### src/sv/dedet_pkg.sv
`timescale 1ns / 1ps
// shared types and constants for the dive end detector
// no dependencies; imported by every module of the block
package dedet_pkg;

  localparam int ELAPSED_W = 32;
  localparam int PERIOD_W  = 16;
  localparam int DRY_W     = 8;
  localparam int DEPTH_W   = 16;
  localparam int CFG_DEPTH_W = 15;

  // remainder unit retires two dividend bits per cycle
  localparam int BITS_PER_STEP = 2;
  localparam int DIV_STEPS     = ELAPSED_W / BITS_PER_STEP;
  localparam int DIV_CNT_W     = $clog2(DIV_STEPS);
  localparam logic [DIV_CNT_W-1:0] DIV_LAST = DIV_CNT_W'(DIV_STEPS - 1);

  localparam logic [DRY_W-1:0] DRY_MAX = '1;

  // input function codes
  localparam logic FUNC_START  = 1'b0;
  localparam logic FUNC_SAMPLE = 1'b1;

  // end outcome codes
  localparam logic [2:0] OUTCOME_ONGOING  = 3'd0;
  localparam logic [2:0] OUTCOME_NORMAL   = 3'd1;
  localparam logic [2:0] OUTCOME_LOW_BATT = 3'd2;
  localparam logic [2:0] OUTCOME_USB      = 3'd3;
  localparam logic [2:0] OUTCOME_DISCARD  = 3'd4;

  // register indexes (byte address is 4 * index)
  localparam int REG_IDX_W = 3;
  localparam logic [REG_IDX_W-1:0] REG_VALID_DEPTH   = 3'd0;
  localparam logic [REG_IDX_W-1:0] REG_SURFACE_DEPTH = 3'd1;
  localparam logic [REG_IDX_W-1:0] REG_DRY_LIM_VALID = 3'd2;
  localparam logic [REG_IDX_W-1:0] REG_DRY_LIM_UNPRV = 3'd3;
  localparam logic [REG_IDX_W-1:0] REG_BATT_LOW      = 3'd4;
  localparam logic [REG_IDX_W-1:0] REG_RECORD_PERIOD = 3'd5;
  localparam logic [REG_IDX_W-1:0] REG_CHECK_PERIOD  = 3'd6;

  // register reset values
  localparam logic [CFG_DEPTH_W-1:0] RST_VALID_DEPTH   = 15'd150;
  localparam logic [CFG_DEPTH_W-1:0] RST_SURFACE_DEPTH = 15'd50;
  localparam logic [DRY_W-1:0]       RST_DRY_LIM_VALID = 8'd10;
  localparam logic [DRY_W-1:0]       RST_DRY_LIM_UNPRV = 8'd60;
  localparam logic [PERIOD_W-1:0]    RST_BATT_LOW      = 16'd3400;
  localparam logic [PERIOD_W-1:0]    RST_RECORD_PERIOD = 16'd1;
  localparam logic [PERIOD_W-1:0]    RST_CHECK_PERIOD  = 16'd60;

  typedef struct packed {
    logic [CFG_DEPTH_W-1:0] valid_depth_cm;
    logic [CFG_DEPTH_W-1:0] surface_depth_cm;
    logic [DRY_W-1:0]       dry_limit_valid;
    logic [DRY_W-1:0]       dry_limit_unproven;
    logic [PERIOD_W-1:0]    battery_low_mv;
    logic [PERIOD_W-1:0]    record_period_s;
    logic [PERIOD_W-1:0]    power_check_period_s;
  } cfg_t;

  // controller to datapath
  typedef struct packed {
    logic capture;   // latch input transaction fields
    logic start;     // arm a new dive
    logic hold;      // sample on an ended dive, state unchanged
    logic step;      // advance elapsed time, depth check, blink
    logic div;       // one remainder iteration
    logic fin;       // power check, dry count, end decision
    logic out_load;  // load result register
  } cmd_t;

  // datapath to controller
  typedef struct packed {
    logic func;
    logic ended;
  } sts_t;

  typedef enum logic [4:0] {
    ST_IDLE   = 5'b00001,
    ST_DECODE = 5'b00010,
    ST_DIV    = 5'b00100,
    ST_FIN    = 5'b01000,
    ST_EMIT   = 5'b10000
  } state_e;

endpackage

### src/sv/dedet_ctrl.sv
`timescale 1ns / 1ps
// sequencing controller for the dive end detector
// depends on dedet_pkg; drives dedet_datapath through cmd_t
module dedet_ctrl import dedet_pkg::*; (
  input  logic clk_i,
  input  logic rst_ni,
  input  logic in_valid_i,
  output logic in_ready_o,
  output logic out_valid_o,
  input  logic out_ready_i,
  input  sts_t sts_i,
  output cmd_t cmd_o
);

  state_e state_q, state_d;
  logic [DIV_CNT_W-1:0] cnt_q, cnt_d;
  logic out_valid_q, out_valid_d;
  logic out_free;

  assign in_ready_o  = (state_q == ST_IDLE);
  assign out_valid_o = out_valid_q;
  assign out_free    = !out_valid_q || out_ready_i;

  always_comb begin
    state_d = state_q;
    cnt_d   = cnt_q;
    cmd_o   = '0;
    case (state_q)
      ST_IDLE: begin
        if (in_valid_i) begin
          cmd_o.capture = 1'b1;
          state_d       = ST_DECODE;
        end
      end
      ST_DECODE: begin
        if (sts_i.func == FUNC_START) begin
          cmd_o.start = 1'b1;
          state_d     = ST_EMIT;
        end else if (sts_i.ended) begin
          cmd_o.hold = 1'b1;
          state_d    = ST_EMIT;
        end else begin
          cmd_o.step = 1'b1;
          cnt_d      = '0;
          state_d    = ST_DIV;
        end
      end
      ST_DIV: begin
        cmd_o.div = 1'b1;
        if (cnt_q == DIV_LAST) begin
          state_d = ST_FIN;
        end else begin
          cnt_d = cnt_q + 1'b1;
        end
      end
      ST_FIN: begin
        cmd_o.fin = 1'b1;
        state_d   = ST_EMIT;
      end
      ST_EMIT: begin
        if (out_free) begin
          cmd_o.out_load = 1'b1;
          state_d        = ST_IDLE;
        end
      end
      default: begin
        state_d = ST_IDLE;
      end
    endcase
  end

  always_comb begin
    out_valid_d = out_valid_q;
    if (cmd_o.out_load) begin
      out_valid_d = 1'b1;
    end else if (out_ready_i) begin
      out_valid_d = 1'b0;
    end
  end

  always_ff @(posedge clk_i or negedge rst_ni) begin
    if (!rst_ni) begin
      state_q     <= ST_IDLE;
      cnt_q       <= '0;
      out_valid_q <= 1'b0;
    end else begin
      state_q     <= state_d;
      cnt_q       <= cnt_d;
      out_valid_q <= out_valid_d;
    end
  end

endmodule

### src/sv/dedet_datapath.sv
`timescale 1ns / 1ps
// dive state registers, iterative remainder unit and result register
// depends on dedet_pkg; commanded by dedet_ctrl
module dedet_datapath import dedet_pkg::*; (
  input  logic                      clk_i,
  input  logic                      rst_ni,
  input  cfg_t                      cfg_i,
  input  cmd_t                      cmd_i,
  output sts_t                      sts_o,
  input  logic                      func_i,
  input  logic [PERIOD_W-1:0]       initial_elapsed_s_i,
  input  logic                      start_position_ok_i,
  input  logic signed [DEPTH_W-1:0] depth_cm_i,
  input  logic                      water_present_i,
  input  logic [PERIOD_W-1:0]       battery_mv_i,
  input  logic                      usb_present_i,
  output logic [ELAPSED_W-1:0]      record_time_s_o,
  output logic                      dive_valid_o,
  output logic                      dive_ended_o,
  output logic [2:0]                end_outcome_o,
  output logic                      led_level_o
);

  // one restoring step: shift in a bit, subtract the period if it fits
  function automatic logic [PERIOD_W-1:0] rem_step(input logic [PERIOD_W-1:0] rem,
                                                   input logic b,
                                                   input logic [PERIOD_W-1:0] p);
    logic [PERIOD_W:0] t;
    t = {rem, b};
    if (t >= {1'b0, p}) begin
      t = t - {1'b0, p};
    end
    return t[PERIOD_W-1:0];
  endfunction

  // captured transaction fields
  logic                      func_q;
  logic [PERIOD_W-1:0]       init_q;
  logic                      spos_q;
  logic signed [DEPTH_W-1:0] depth_q;
  logic                      water_q;
  logic [PERIOD_W-1:0]       batt_q;
  logic                      usb_in_q;

  // dive state
  logic [ELAPSED_W-1:0] elapsed_q;
  logic                 valid_q;
  logic [DRY_W-1:0]     dry_q;
  logic                 ended_q;
  logic                 low_batt_q;
  logic                 usb_q;
  logic                 pos_ok_q;
  logic                 blink_q;
  logic                 led_q;

  // remainder unit
  logic [ELAPSED_W-1:0] div_q;
  logic [PERIOD_W-1:0]  rem_q;
  logic [PERIOD_W-1:0]  period;
  logic [PERIOD_W-1:0]  rem_mid, rem_next;

  logic [ELAPSED_W-1:0] elapsed_sum;
  logic                 deep, shallow, power_hit;
  logic [DRY_W-1:0]     dry_inc, dry_next, limit;
  logic [2:0]           outcome;

  assign sts_o.func  = func_q;
  assign sts_o.ended = ended_q;

  assign period   = (cfg_i.power_check_period_s == '0) ? PERIOD_W'(1)
                                                        : cfg_i.power_check_period_s;
  assign rem_mid  = rem_step(rem_q, div_q[ELAPSED_W-1], period);
  assign rem_next = rem_step(rem_mid, div_q[ELAPSED_W-2], period);

  assign elapsed_sum = elapsed_q + ELAPSED_W'(cfg_i.record_period_s);
  assign deep    = depth_q > $signed({1'b0, cfg_i.valid_depth_cm});
  assign shallow = depth_q < $signed({1'b0, cfg_i.surface_depth_cm});
  assign power_hit = (rem_q == '0);

  assign dry_inc  = (dry_q == DRY_MAX) ? dry_q : dry_q + 1'b1;
  assign dry_next = (shallow && !water_q) ? dry_inc : '0;
  assign limit    = valid_q ? cfg_i.dry_limit_valid : cfg_i.dry_limit_unproven;

  always_comb begin
    if (!ended_q) begin
      outcome = OUTCOME_ONGOING;
    end else if (valid_q && !low_batt_q && !usb_q) begin
      outcome = OUTCOME_NORMAL;
    end else if (valid_q && low_batt_q && pos_ok_q) begin
      outcome = OUTCOME_LOW_BATT;
    end else if (valid_q && usb_q && pos_ok_q) begin
      outcome = OUTCOME_USB;
    end else begin
      outcome = OUTCOME_DISCARD;
    end
  end

  always_ff @(posedge clk_i or negedge rst_ni) begin
    if (!rst_ni) begin
      elapsed_q  <= '0;
      valid_q    <= 1'b0;
      dry_q      <= '0;
      ended_q    <= 1'b1;
      low_batt_q <= 1'b0;
      usb_q      <= 1'b0;
      pos_ok_q   <= 1'b0;
      blink_q    <= 1'b0;
      func_q     <= FUNC_START;
    end else begin
      if (cmd_i.capture) begin
        func_q <= func_i;
      end
      if (cmd_i.start) begin
        elapsed_q  <= ELAPSED_W'(init_q);
        valid_q    <= 1'b0;
        dry_q      <= '0;
        ended_q    <= 1'b0;
        low_batt_q <= 1'b0;
        usb_q      <= 1'b0;
        pos_ok_q   <= spos_q;
        blink_q    <= 1'b0;
      end
      if (cmd_i.step) begin
        elapsed_q <= elapsed_sum;
        blink_q   <= !blink_q;
        if (!valid_q && deep) begin
          valid_q <= 1'b1;
          dry_q   <= '0;
        end
      end
      if (cmd_i.fin) begin
        dry_q <= dry_next;
        if (power_hit && (batt_q < cfg_i.battery_low_mv)) begin
          low_batt_q <= 1'b1;
          ended_q    <= 1'b1;
        end
        if (power_hit && usb_in_q) begin
          usb_q   <= 1'b1;
          ended_q <= 1'b1;
        end
        if (dry_next >= limit) begin
          ended_q <= 1'b1;
        end
      end
    end
  end

  // payload registers, no reset
  always_ff @(posedge clk_i) begin
    if (cmd_i.capture) begin
      init_q   <= initial_elapsed_s_i;
      spos_q   <= start_position_ok_i;
      depth_q  <= depth_cm_i;
      water_q  <= water_present_i;
      batt_q   <= battery_mv_i;
      usb_in_q <= usb_present_i;
    end
    if (cmd_i.start) begin
      led_q <= 1'b0;
    end
    if (cmd_i.hold || cmd_i.step) begin
      led_q <= blink_q;
    end
    if (cmd_i.step) begin
      div_q <= elapsed_sum;
      rem_q <= '0;
    end
    if (cmd_i.div) begin
      div_q <= {div_q[ELAPSED_W-BITS_PER_STEP-1:0], BITS_PER_STEP'(0)};
      rem_q <= rem_next;
    end
    if (cmd_i.out_load) begin
      record_time_s_o <= elapsed_q;
      dive_valid_o    <= valid_q;
      dive_ended_o    <= ended_q;
      end_outcome_o   <= outcome;
      led_level_o     <= led_q;
    end
  end

endmodule

### src/sv/dive_end_detector_core.sv
`timescale 1ns / 1ps
// top level of the dive end detector: register file, controller, datapath
// depends on dedet_pkg, dedet_ctrl and dedet_datapath
//
// usage:
//  - input channel (in_valid_i / in_ready_o) takes one transaction per start
//    or sample; func_i low arms a new dive, func_i high is one sample
//  - output channel (out_valid_o / out_ready_i) gives exactly one result
//    transaction per input transaction, in order
//  - a start or a sample on an ended dive goes from acceptance through decode
//    to the result register; a live sample also runs the remainder unit, which
//    reduces elapsed time modulo the check period at two bits per cycle
//    (16 iterations), then the end decision; one item is in work at a time
//  - the result sits in an output register, so the next transaction is taken
//    while an earlier result still waits; a stalled receiver holds the block
//    only once the next result is ready to leave
//  - after reset the dive is ended with no valid flag, so samples report
//    discard until a start arrives; registers return to their defaults
//  - registers are written over the apb port at byte address 4 * index; the user is
//    bound to write them only while no transaction is in work; the block has no guard for it
module dive_end_detector_core import dedet_pkg::*; (
  input  logic                      clk_i,
  input  logic                      rst_ni,
  // apb register port
  input  logic                      psel,
  input  logic                      penable,
  input  logic                      pwrite,
  input  logic [4:0]                paddr,
  input  logic [31:0]               pwdata,
  output logic [31:0]               prdata,
  output logic                      pready,
  // input channel
  input  logic                      in_valid_i,
  output logic                      in_ready_o,
  input  logic                      func_i,
  input  logic [PERIOD_W-1:0]       initial_elapsed_s_i,
  input  logic                      start_position_ok_i,
  input  logic signed [DEPTH_W-1:0] depth_cm_i,
  input  logic                      water_present_i,
  input  logic [PERIOD_W-1:0]       battery_mv_i,
  input  logic                      usb_present_i,
  // output channel
  output logic                      out_valid_o,
  input  logic                      out_ready_i,
  output logic [ELAPSED_W-1:0]      record_time_s_o,
  output logic                      dive_valid_o,
  output logic                      dive_ended_o,
  output logic [2:0]                end_outcome_o,
  output logic                      led_level_o
);

  cfg_t cfg_q;
  cmd_t cmd;
  sts_t sts;
  logic in_ready;
  logic cfg_wr;
  logic [REG_IDX_W-1:0] reg_idx;

  // register file, zero wait state
  assign pready  = 1'b1;
  assign cfg_wr  = psel && penable && pwrite;
  assign reg_idx = paddr[4:2];

  always_ff @(posedge clk_i or negedge rst_ni) begin
    if (!rst_ni) begin
      cfg_q.valid_depth_cm       <= RST_VALID_DEPTH;
      cfg_q.surface_depth_cm     <= RST_SURFACE_DEPTH;
      cfg_q.dry_limit_valid      <= RST_DRY_LIM_VALID;
      cfg_q.dry_limit_unproven   <= RST_DRY_LIM_UNPRV;
      cfg_q.battery_low_mv       <= RST_BATT_LOW;
      cfg_q.record_period_s      <= RST_RECORD_PERIOD;
      cfg_q.power_check_period_s <= RST_CHECK_PERIOD;
    end else if (cfg_wr) begin
      case (reg_idx)
        REG_VALID_DEPTH:   cfg_q.valid_depth_cm       <= pwdata[CFG_DEPTH_W-1:0];
        REG_SURFACE_DEPTH: cfg_q.surface_depth_cm     <= pwdata[CFG_DEPTH_W-1:0];
        REG_DRY_LIM_VALID: cfg_q.dry_limit_valid      <= pwdata[DRY_W-1:0];
        REG_DRY_LIM_UNPRV: cfg_q.dry_limit_unproven   <= pwdata[DRY_W-1:0];
        REG_BATT_LOW:      cfg_q.battery_low_mv       <= pwdata[PERIOD_W-1:0];
        REG_RECORD_PERIOD: cfg_q.record_period_s      <= pwdata[PERIOD_W-1:0];
        REG_CHECK_PERIOD:  cfg_q.power_check_period_s <= pwdata[PERIOD_W-1:0];
        default: ;  // unmapped address, write dropped
      endcase
    end
  end

  // read mux, zero-extended
  always_comb begin
    case (reg_idx)
      REG_VALID_DEPTH:   prdata = 32'(cfg_q.valid_depth_cm);
      REG_SURFACE_DEPTH: prdata = 32'(cfg_q.surface_depth_cm);
      REG_DRY_LIM_VALID: prdata = 32'(cfg_q.dry_limit_valid);
      REG_DRY_LIM_UNPRV: prdata = 32'(cfg_q.dry_limit_unproven);
      REG_BATT_LOW:      prdata = 32'(cfg_q.battery_low_mv);
      REG_RECORD_PERIOD: prdata = 32'(cfg_q.record_period_s);
      REG_CHECK_PERIOD:  prdata = 32'(cfg_q.power_check_period_s);
      default:           prdata = '0;
    endcase
  end

  assign in_ready_o = in_ready;

  // sequencer: decode, remainder iterations, end decision, result hand-off
  dedet_ctrl u_ctrl (
    .clk_i       (clk_i),
    .rst_ni      (rst_ni),
    .in_valid_i  (in_valid_i),
    .in_ready_o  (in_ready),
    .out_valid_o (out_valid_o),
    .out_ready_i (out_ready_i),
    .sts_i       (sts),
    .cmd_o       (cmd)
  );

  // dive state, remainder unit and result register
  dedet_datapath u_datapath (
    .clk_i               (clk_i),
    .rst_ni              (rst_ni),
    .cfg_i               (cfg_q),
    .cmd_i               (cmd),
    .sts_o               (sts),
    .func_i              (func_i),
    .initial_elapsed_s_i (initial_elapsed_s_i),
    .start_position_ok_i (start_position_ok_i),
    .depth_cm_i          (depth_cm_i),
    .water_present_i     (water_present_i),
    .battery_mv_i        (battery_mv_i),
    .usb_present_i       (usb_present_i),
    .record_time_s_o     (record_time_s_o),
    .dive_valid_o        (dive_valid_o),
    .dive_ended_o        (dive_ended_o),
    .end_outcome_o       (end_outcome_o),
    .led_level_o         (led_level_o)
  );

endmodule
### config.mk
export PLATFORM = sky130hd
export DESIGN_NAME = dive_end_detector_core
export DESIGN_NICKNAME = d
export VERILOG_FILES = /design/src/sv/dedet_pkg.sv /design/src/sv/dedet_ctrl.sv /design/src/sv/dedet_datapath.sv /design/src/sv/dive_end_detector_core.sv
export SDC_FILE = /design/constraint.sdc
export NUM_CORES = 1
export LEC_CHECK = 0
export BUFFER_PORTS_ARGS = -buffer_cell sky130_fd_sc_hd__buf_4
export CORE_UTILIZATION = 50
export DETAILED_ROUTE_END_ITERATION = 7
export MAX_ROUTING_LAYER = met4
export PLACE_DENSITY = 0.77
export SLEW_MARGIN = 30
export SYNTH_ARGS = -nofsm -noshare
export SYNTH_HDL_FRONTEND = slang
export SYNTH_SLANG_ARGS = --single-unit
### constraint.sdc
create_clock -name clk_i -period 13.7 [get_ports clk_i]
set_clock_uncertainty 0.15 [all_clocks]
set_input_delay 2.74 -clock clk_i [delete_from_list [all_inputs] [get_ports clk_i]]
set_output_delay 2.74 -clock clk_i [all_outputs]
set_load 0.01 [all_outputs]
==> results.sh <==
export IMPL_period_needed_ps=7480
export IMPL_peakVddDrop_v=0.000123
export IMPL_min_path_cells=2
export IMPL_cts_setup_buffers=0
export IMPL_cp_endpoint="prdata[14]"
export IMPL_yosysSeqAreaShare=0.495
export IMPL_hpwl_mm=31.0
export IMPL_antenna_found_initial=0
export IMPL_grt_pass1_wl_mm=65.3
export IMPL_cts_sinks=289
export IMPL_routabilityCongestion=0.986
export IMPL_r2r_start="cfg_q[8]"
export IMPL_num_io_pins=169
export IMPL_powerDensity_nw_per_um2=175
export IMPL_synth_area_um2=16000
export IMPL_core_um2=31600
export IMPL_period_share=0.546
export IMPL_cp_data_arrival_time_ps=4590
export IMPL_crit_type="primary input to primary output"
export IMPL_synthDistinctLibCells=87
export IMPL_final_hold_violation_count=0
export IMPL_startpoint_type="primary input"
export IMPL_yosys_warnings=0
export IMPL_drt_initial_drc_count=934
export IMPL_synth_seq_cells=289
export IMPL_total_power_mw=3.23
export IMPL_synth_edf_count=136
export IMPL_cp_cell_sequence="buf_4, inv_1, nor2_1, and2_1, inv_1, o21ai_0, buf_4"
export IMPL_io_buffer_count=133
export IMPL_slew_headroom=0.330
export IMPL_slowest_delay_ps=490
export IMPL_drive_above_1_share=0.188
export IMPL_cap_violations=0
export IMPL_wl_per_cell_um=20.3
export IMPL_status="complete, no violations"
export IMPL_grt_pass1_vias=11900
export IMPL_crit_fanout=18
export IMPL_hold_class="flop to flop"
export IMPL_drc=0
export IMPL_cts_hold_buf=0
export IMPL_crit_path_end_kind="primary output"
export IMPL_rr_worst_depth=18
export IMPL_setup_tns_ps=0
export IMPL_cts_buffer_depth=3
export IMPL_grt_use_total=0.263
export IMPL_cp_slowest_cell="o21ai_0"
export IMPL_max_freq_mhz=134
export IMPL_ant_nets=0
export IMPL_areaGrowthSynthToFinish_pct=15.3
export IMPL_dp_slack_ps=6340
export IMPL_cp_startpoint="paddr[3]"
export IMPL_cp_top_family="buffers and inverters"
export IMPL_grt_ovfl_total=0
export IMPL_tightest_slew_ps=994
export IMPL_ctsResizeCount=0
export IMPL_drt_wl_total_mm=41.9
export IMPL_synth_area_per_cell_um2=10.6
export IMPL_diodes=0
export IMPL_reg2reg_setup_slack_ps=7990
export IMPL_cp_num_buf_inv=4
export IMPL_dr_pass1_iters=5
export IMPL_rsz0062_at_grt="false"
export IMPL_numCtsBuffers=30
export IMPL_via_count=12300
export IMPL_finalNetCount=1835
export IMPL_ys_flop_type="edfxtp_1"
export IMPL_initial_utilization=0.508
export IMPL_hold_ws_ps=314
export IMPL_synth_top_area_frac=0.255
export IMPL_async_reset_ff_frac=0.522
export IMPL_fin_ws_ps=6220
export IMPL_leakagePower_nw=7.98
export IMPL_path_clk_slew_ps=70
export IMPL_rows=65
export IMPL_synth_largest_area_cell="edfxtp_1"
export IMPL_dieArea_um2=32800
export IMPL_cp_required_ps=10810
export IMPL_synth_area_leaders="edfxtp_1 (25%), dfrtp_1 (20%), ha_1 (8.0%)"
export IMPL_crit_cells=7
export IMPL_cts_tree="built"
export IMPL_r2r_end="u_datapath.rem_q[4]"
export IMPL_setup_viol_count_final=0
export IMPL_post_drt_via_cell_ratio=5.95
export IMPL_report_final_slew_viol_count=0
export IMPL_post_route_util=0.585
export IMPL_die_h_um=181
export IMPL_htreeDepth=1
export IMPL_cts_root_buf="clkbuf_16"
export IMPL_die_w_um=181
export IMPL_netlist_instances=1508
export IMPL_grt_max_degree=80
export IMPL_clk_latency_ps=590
Yosys cell counts, drive strengths merged, types with 17 or more instances:
master	count
xnor2	33
o21ai	156
mux2	54
inv	98
mux2i	33
nand2	180
a21oi	62
o21a	18
buf	34
edfxtp	136
dfrtp	126
a211oi	19
clkbuf	33
xor2	17
a21o	34
nor2	61
dfstp	25
nor3	29
nand3	36
ha	102
worst min-delay path by stage:
stage	endpoint	slack [ps]	startpoint
global route	u_datapath.led_level_o	320	u_datapath.led_q
floorplan	u_datapath.led_level_o	250	u_datapath.led_q
CTS	u_datapath.div_q[0]	320	u_datapath.div_q[0]
global placement	u_datapath.div_q[0]	290	u_datapath.div_q[0]
detailed placement	u_datapath.div_q[0]	310	u_datapath.div_q[0]
finish	u_datapath.div_q[0]	310	u_datapath.div_q[0]
worst min-delay path: stages, from the launching register on:
cell and delay (ps):
dfxtp_1 310, nand3_1 60, nand2_1 50
cells in the final DEF (no fill, tap or decap), types with 54 or more instances in the layout:
cell type	count
buf_4	142
a21oi_1	60
o21ai_0	142
ha_1	102
nor2_1	59
dfrtp_1	126
inv_1	97
mux2_2	54
nand2_1	178
edfxtp_1	136
where the power goes:
part / total, mW / internal, mW / switching (mW)
registers: 1.22 / 1.10 / 0.119
logic: 1.14 / 0.463 / 0.682
clock network: 0.865 / 0.520 / 0.345
registers in the layout (all words and copies together) (netlist names), 5 cells and up:
name / flops
u_datapath.dry_q: 8
cfg_q: 94
u_datapath.record_time_s_o: 32
u_datapath.rem_q: 16
u_datapath.elapsed_q: 32
u_datapath.depth_q: 16
u_datapath.init_q: 16
u_ctrl.state_q: 5
u_datapath.div_q: 32
u_datapath.batt_q: 16
area by class of cell:
type,instances,area [µm²]
well taps,402,503
fillers,2542,13100
flip-flops and latches,289,7930
clock inverters,15,226
repair buffers,146,1130
clock buffers,41,832
inverters,98,368
multi-input cells,1069,7470
kinds of logic after synthesis:
| family | synth area share |
|---|---|
| and+or+nand+nor | 0.126 |
| AOI/OAI and AO/OA | 0.156 |
| DFF | 0.495 |
| buffers and inverters | 0.0438 |
| adders and majority gates | 0.0834 |
| muxes | 0.0684 |
| xor gates and xnor gates | 0.0273 |
| other | 0.000469 |
metrics by stage:
| stage | instances | area, µm² |
|---|---|---|
| floorplan | 1523 | 16100 |
| global route | 2060 | 18500 |
| finish | 2060 | 18500 |
| CTS | 2059 | 18400 |
| detailed placement | 2003 | 17400 |
| global placement | 2002 | 17400 |
routing by layer:
| layer | share of wire | GRT usage |
|---|---|---|
| met5 | 0 | - |
| met4 | 0.035 | 0.0919 |
| met3 | 0.057 | 0.0335 |
| met2 | 0.48 | 0.422 |
| met1 | 0.43 | 0.345 |
(Power assumes the default switching activity.)
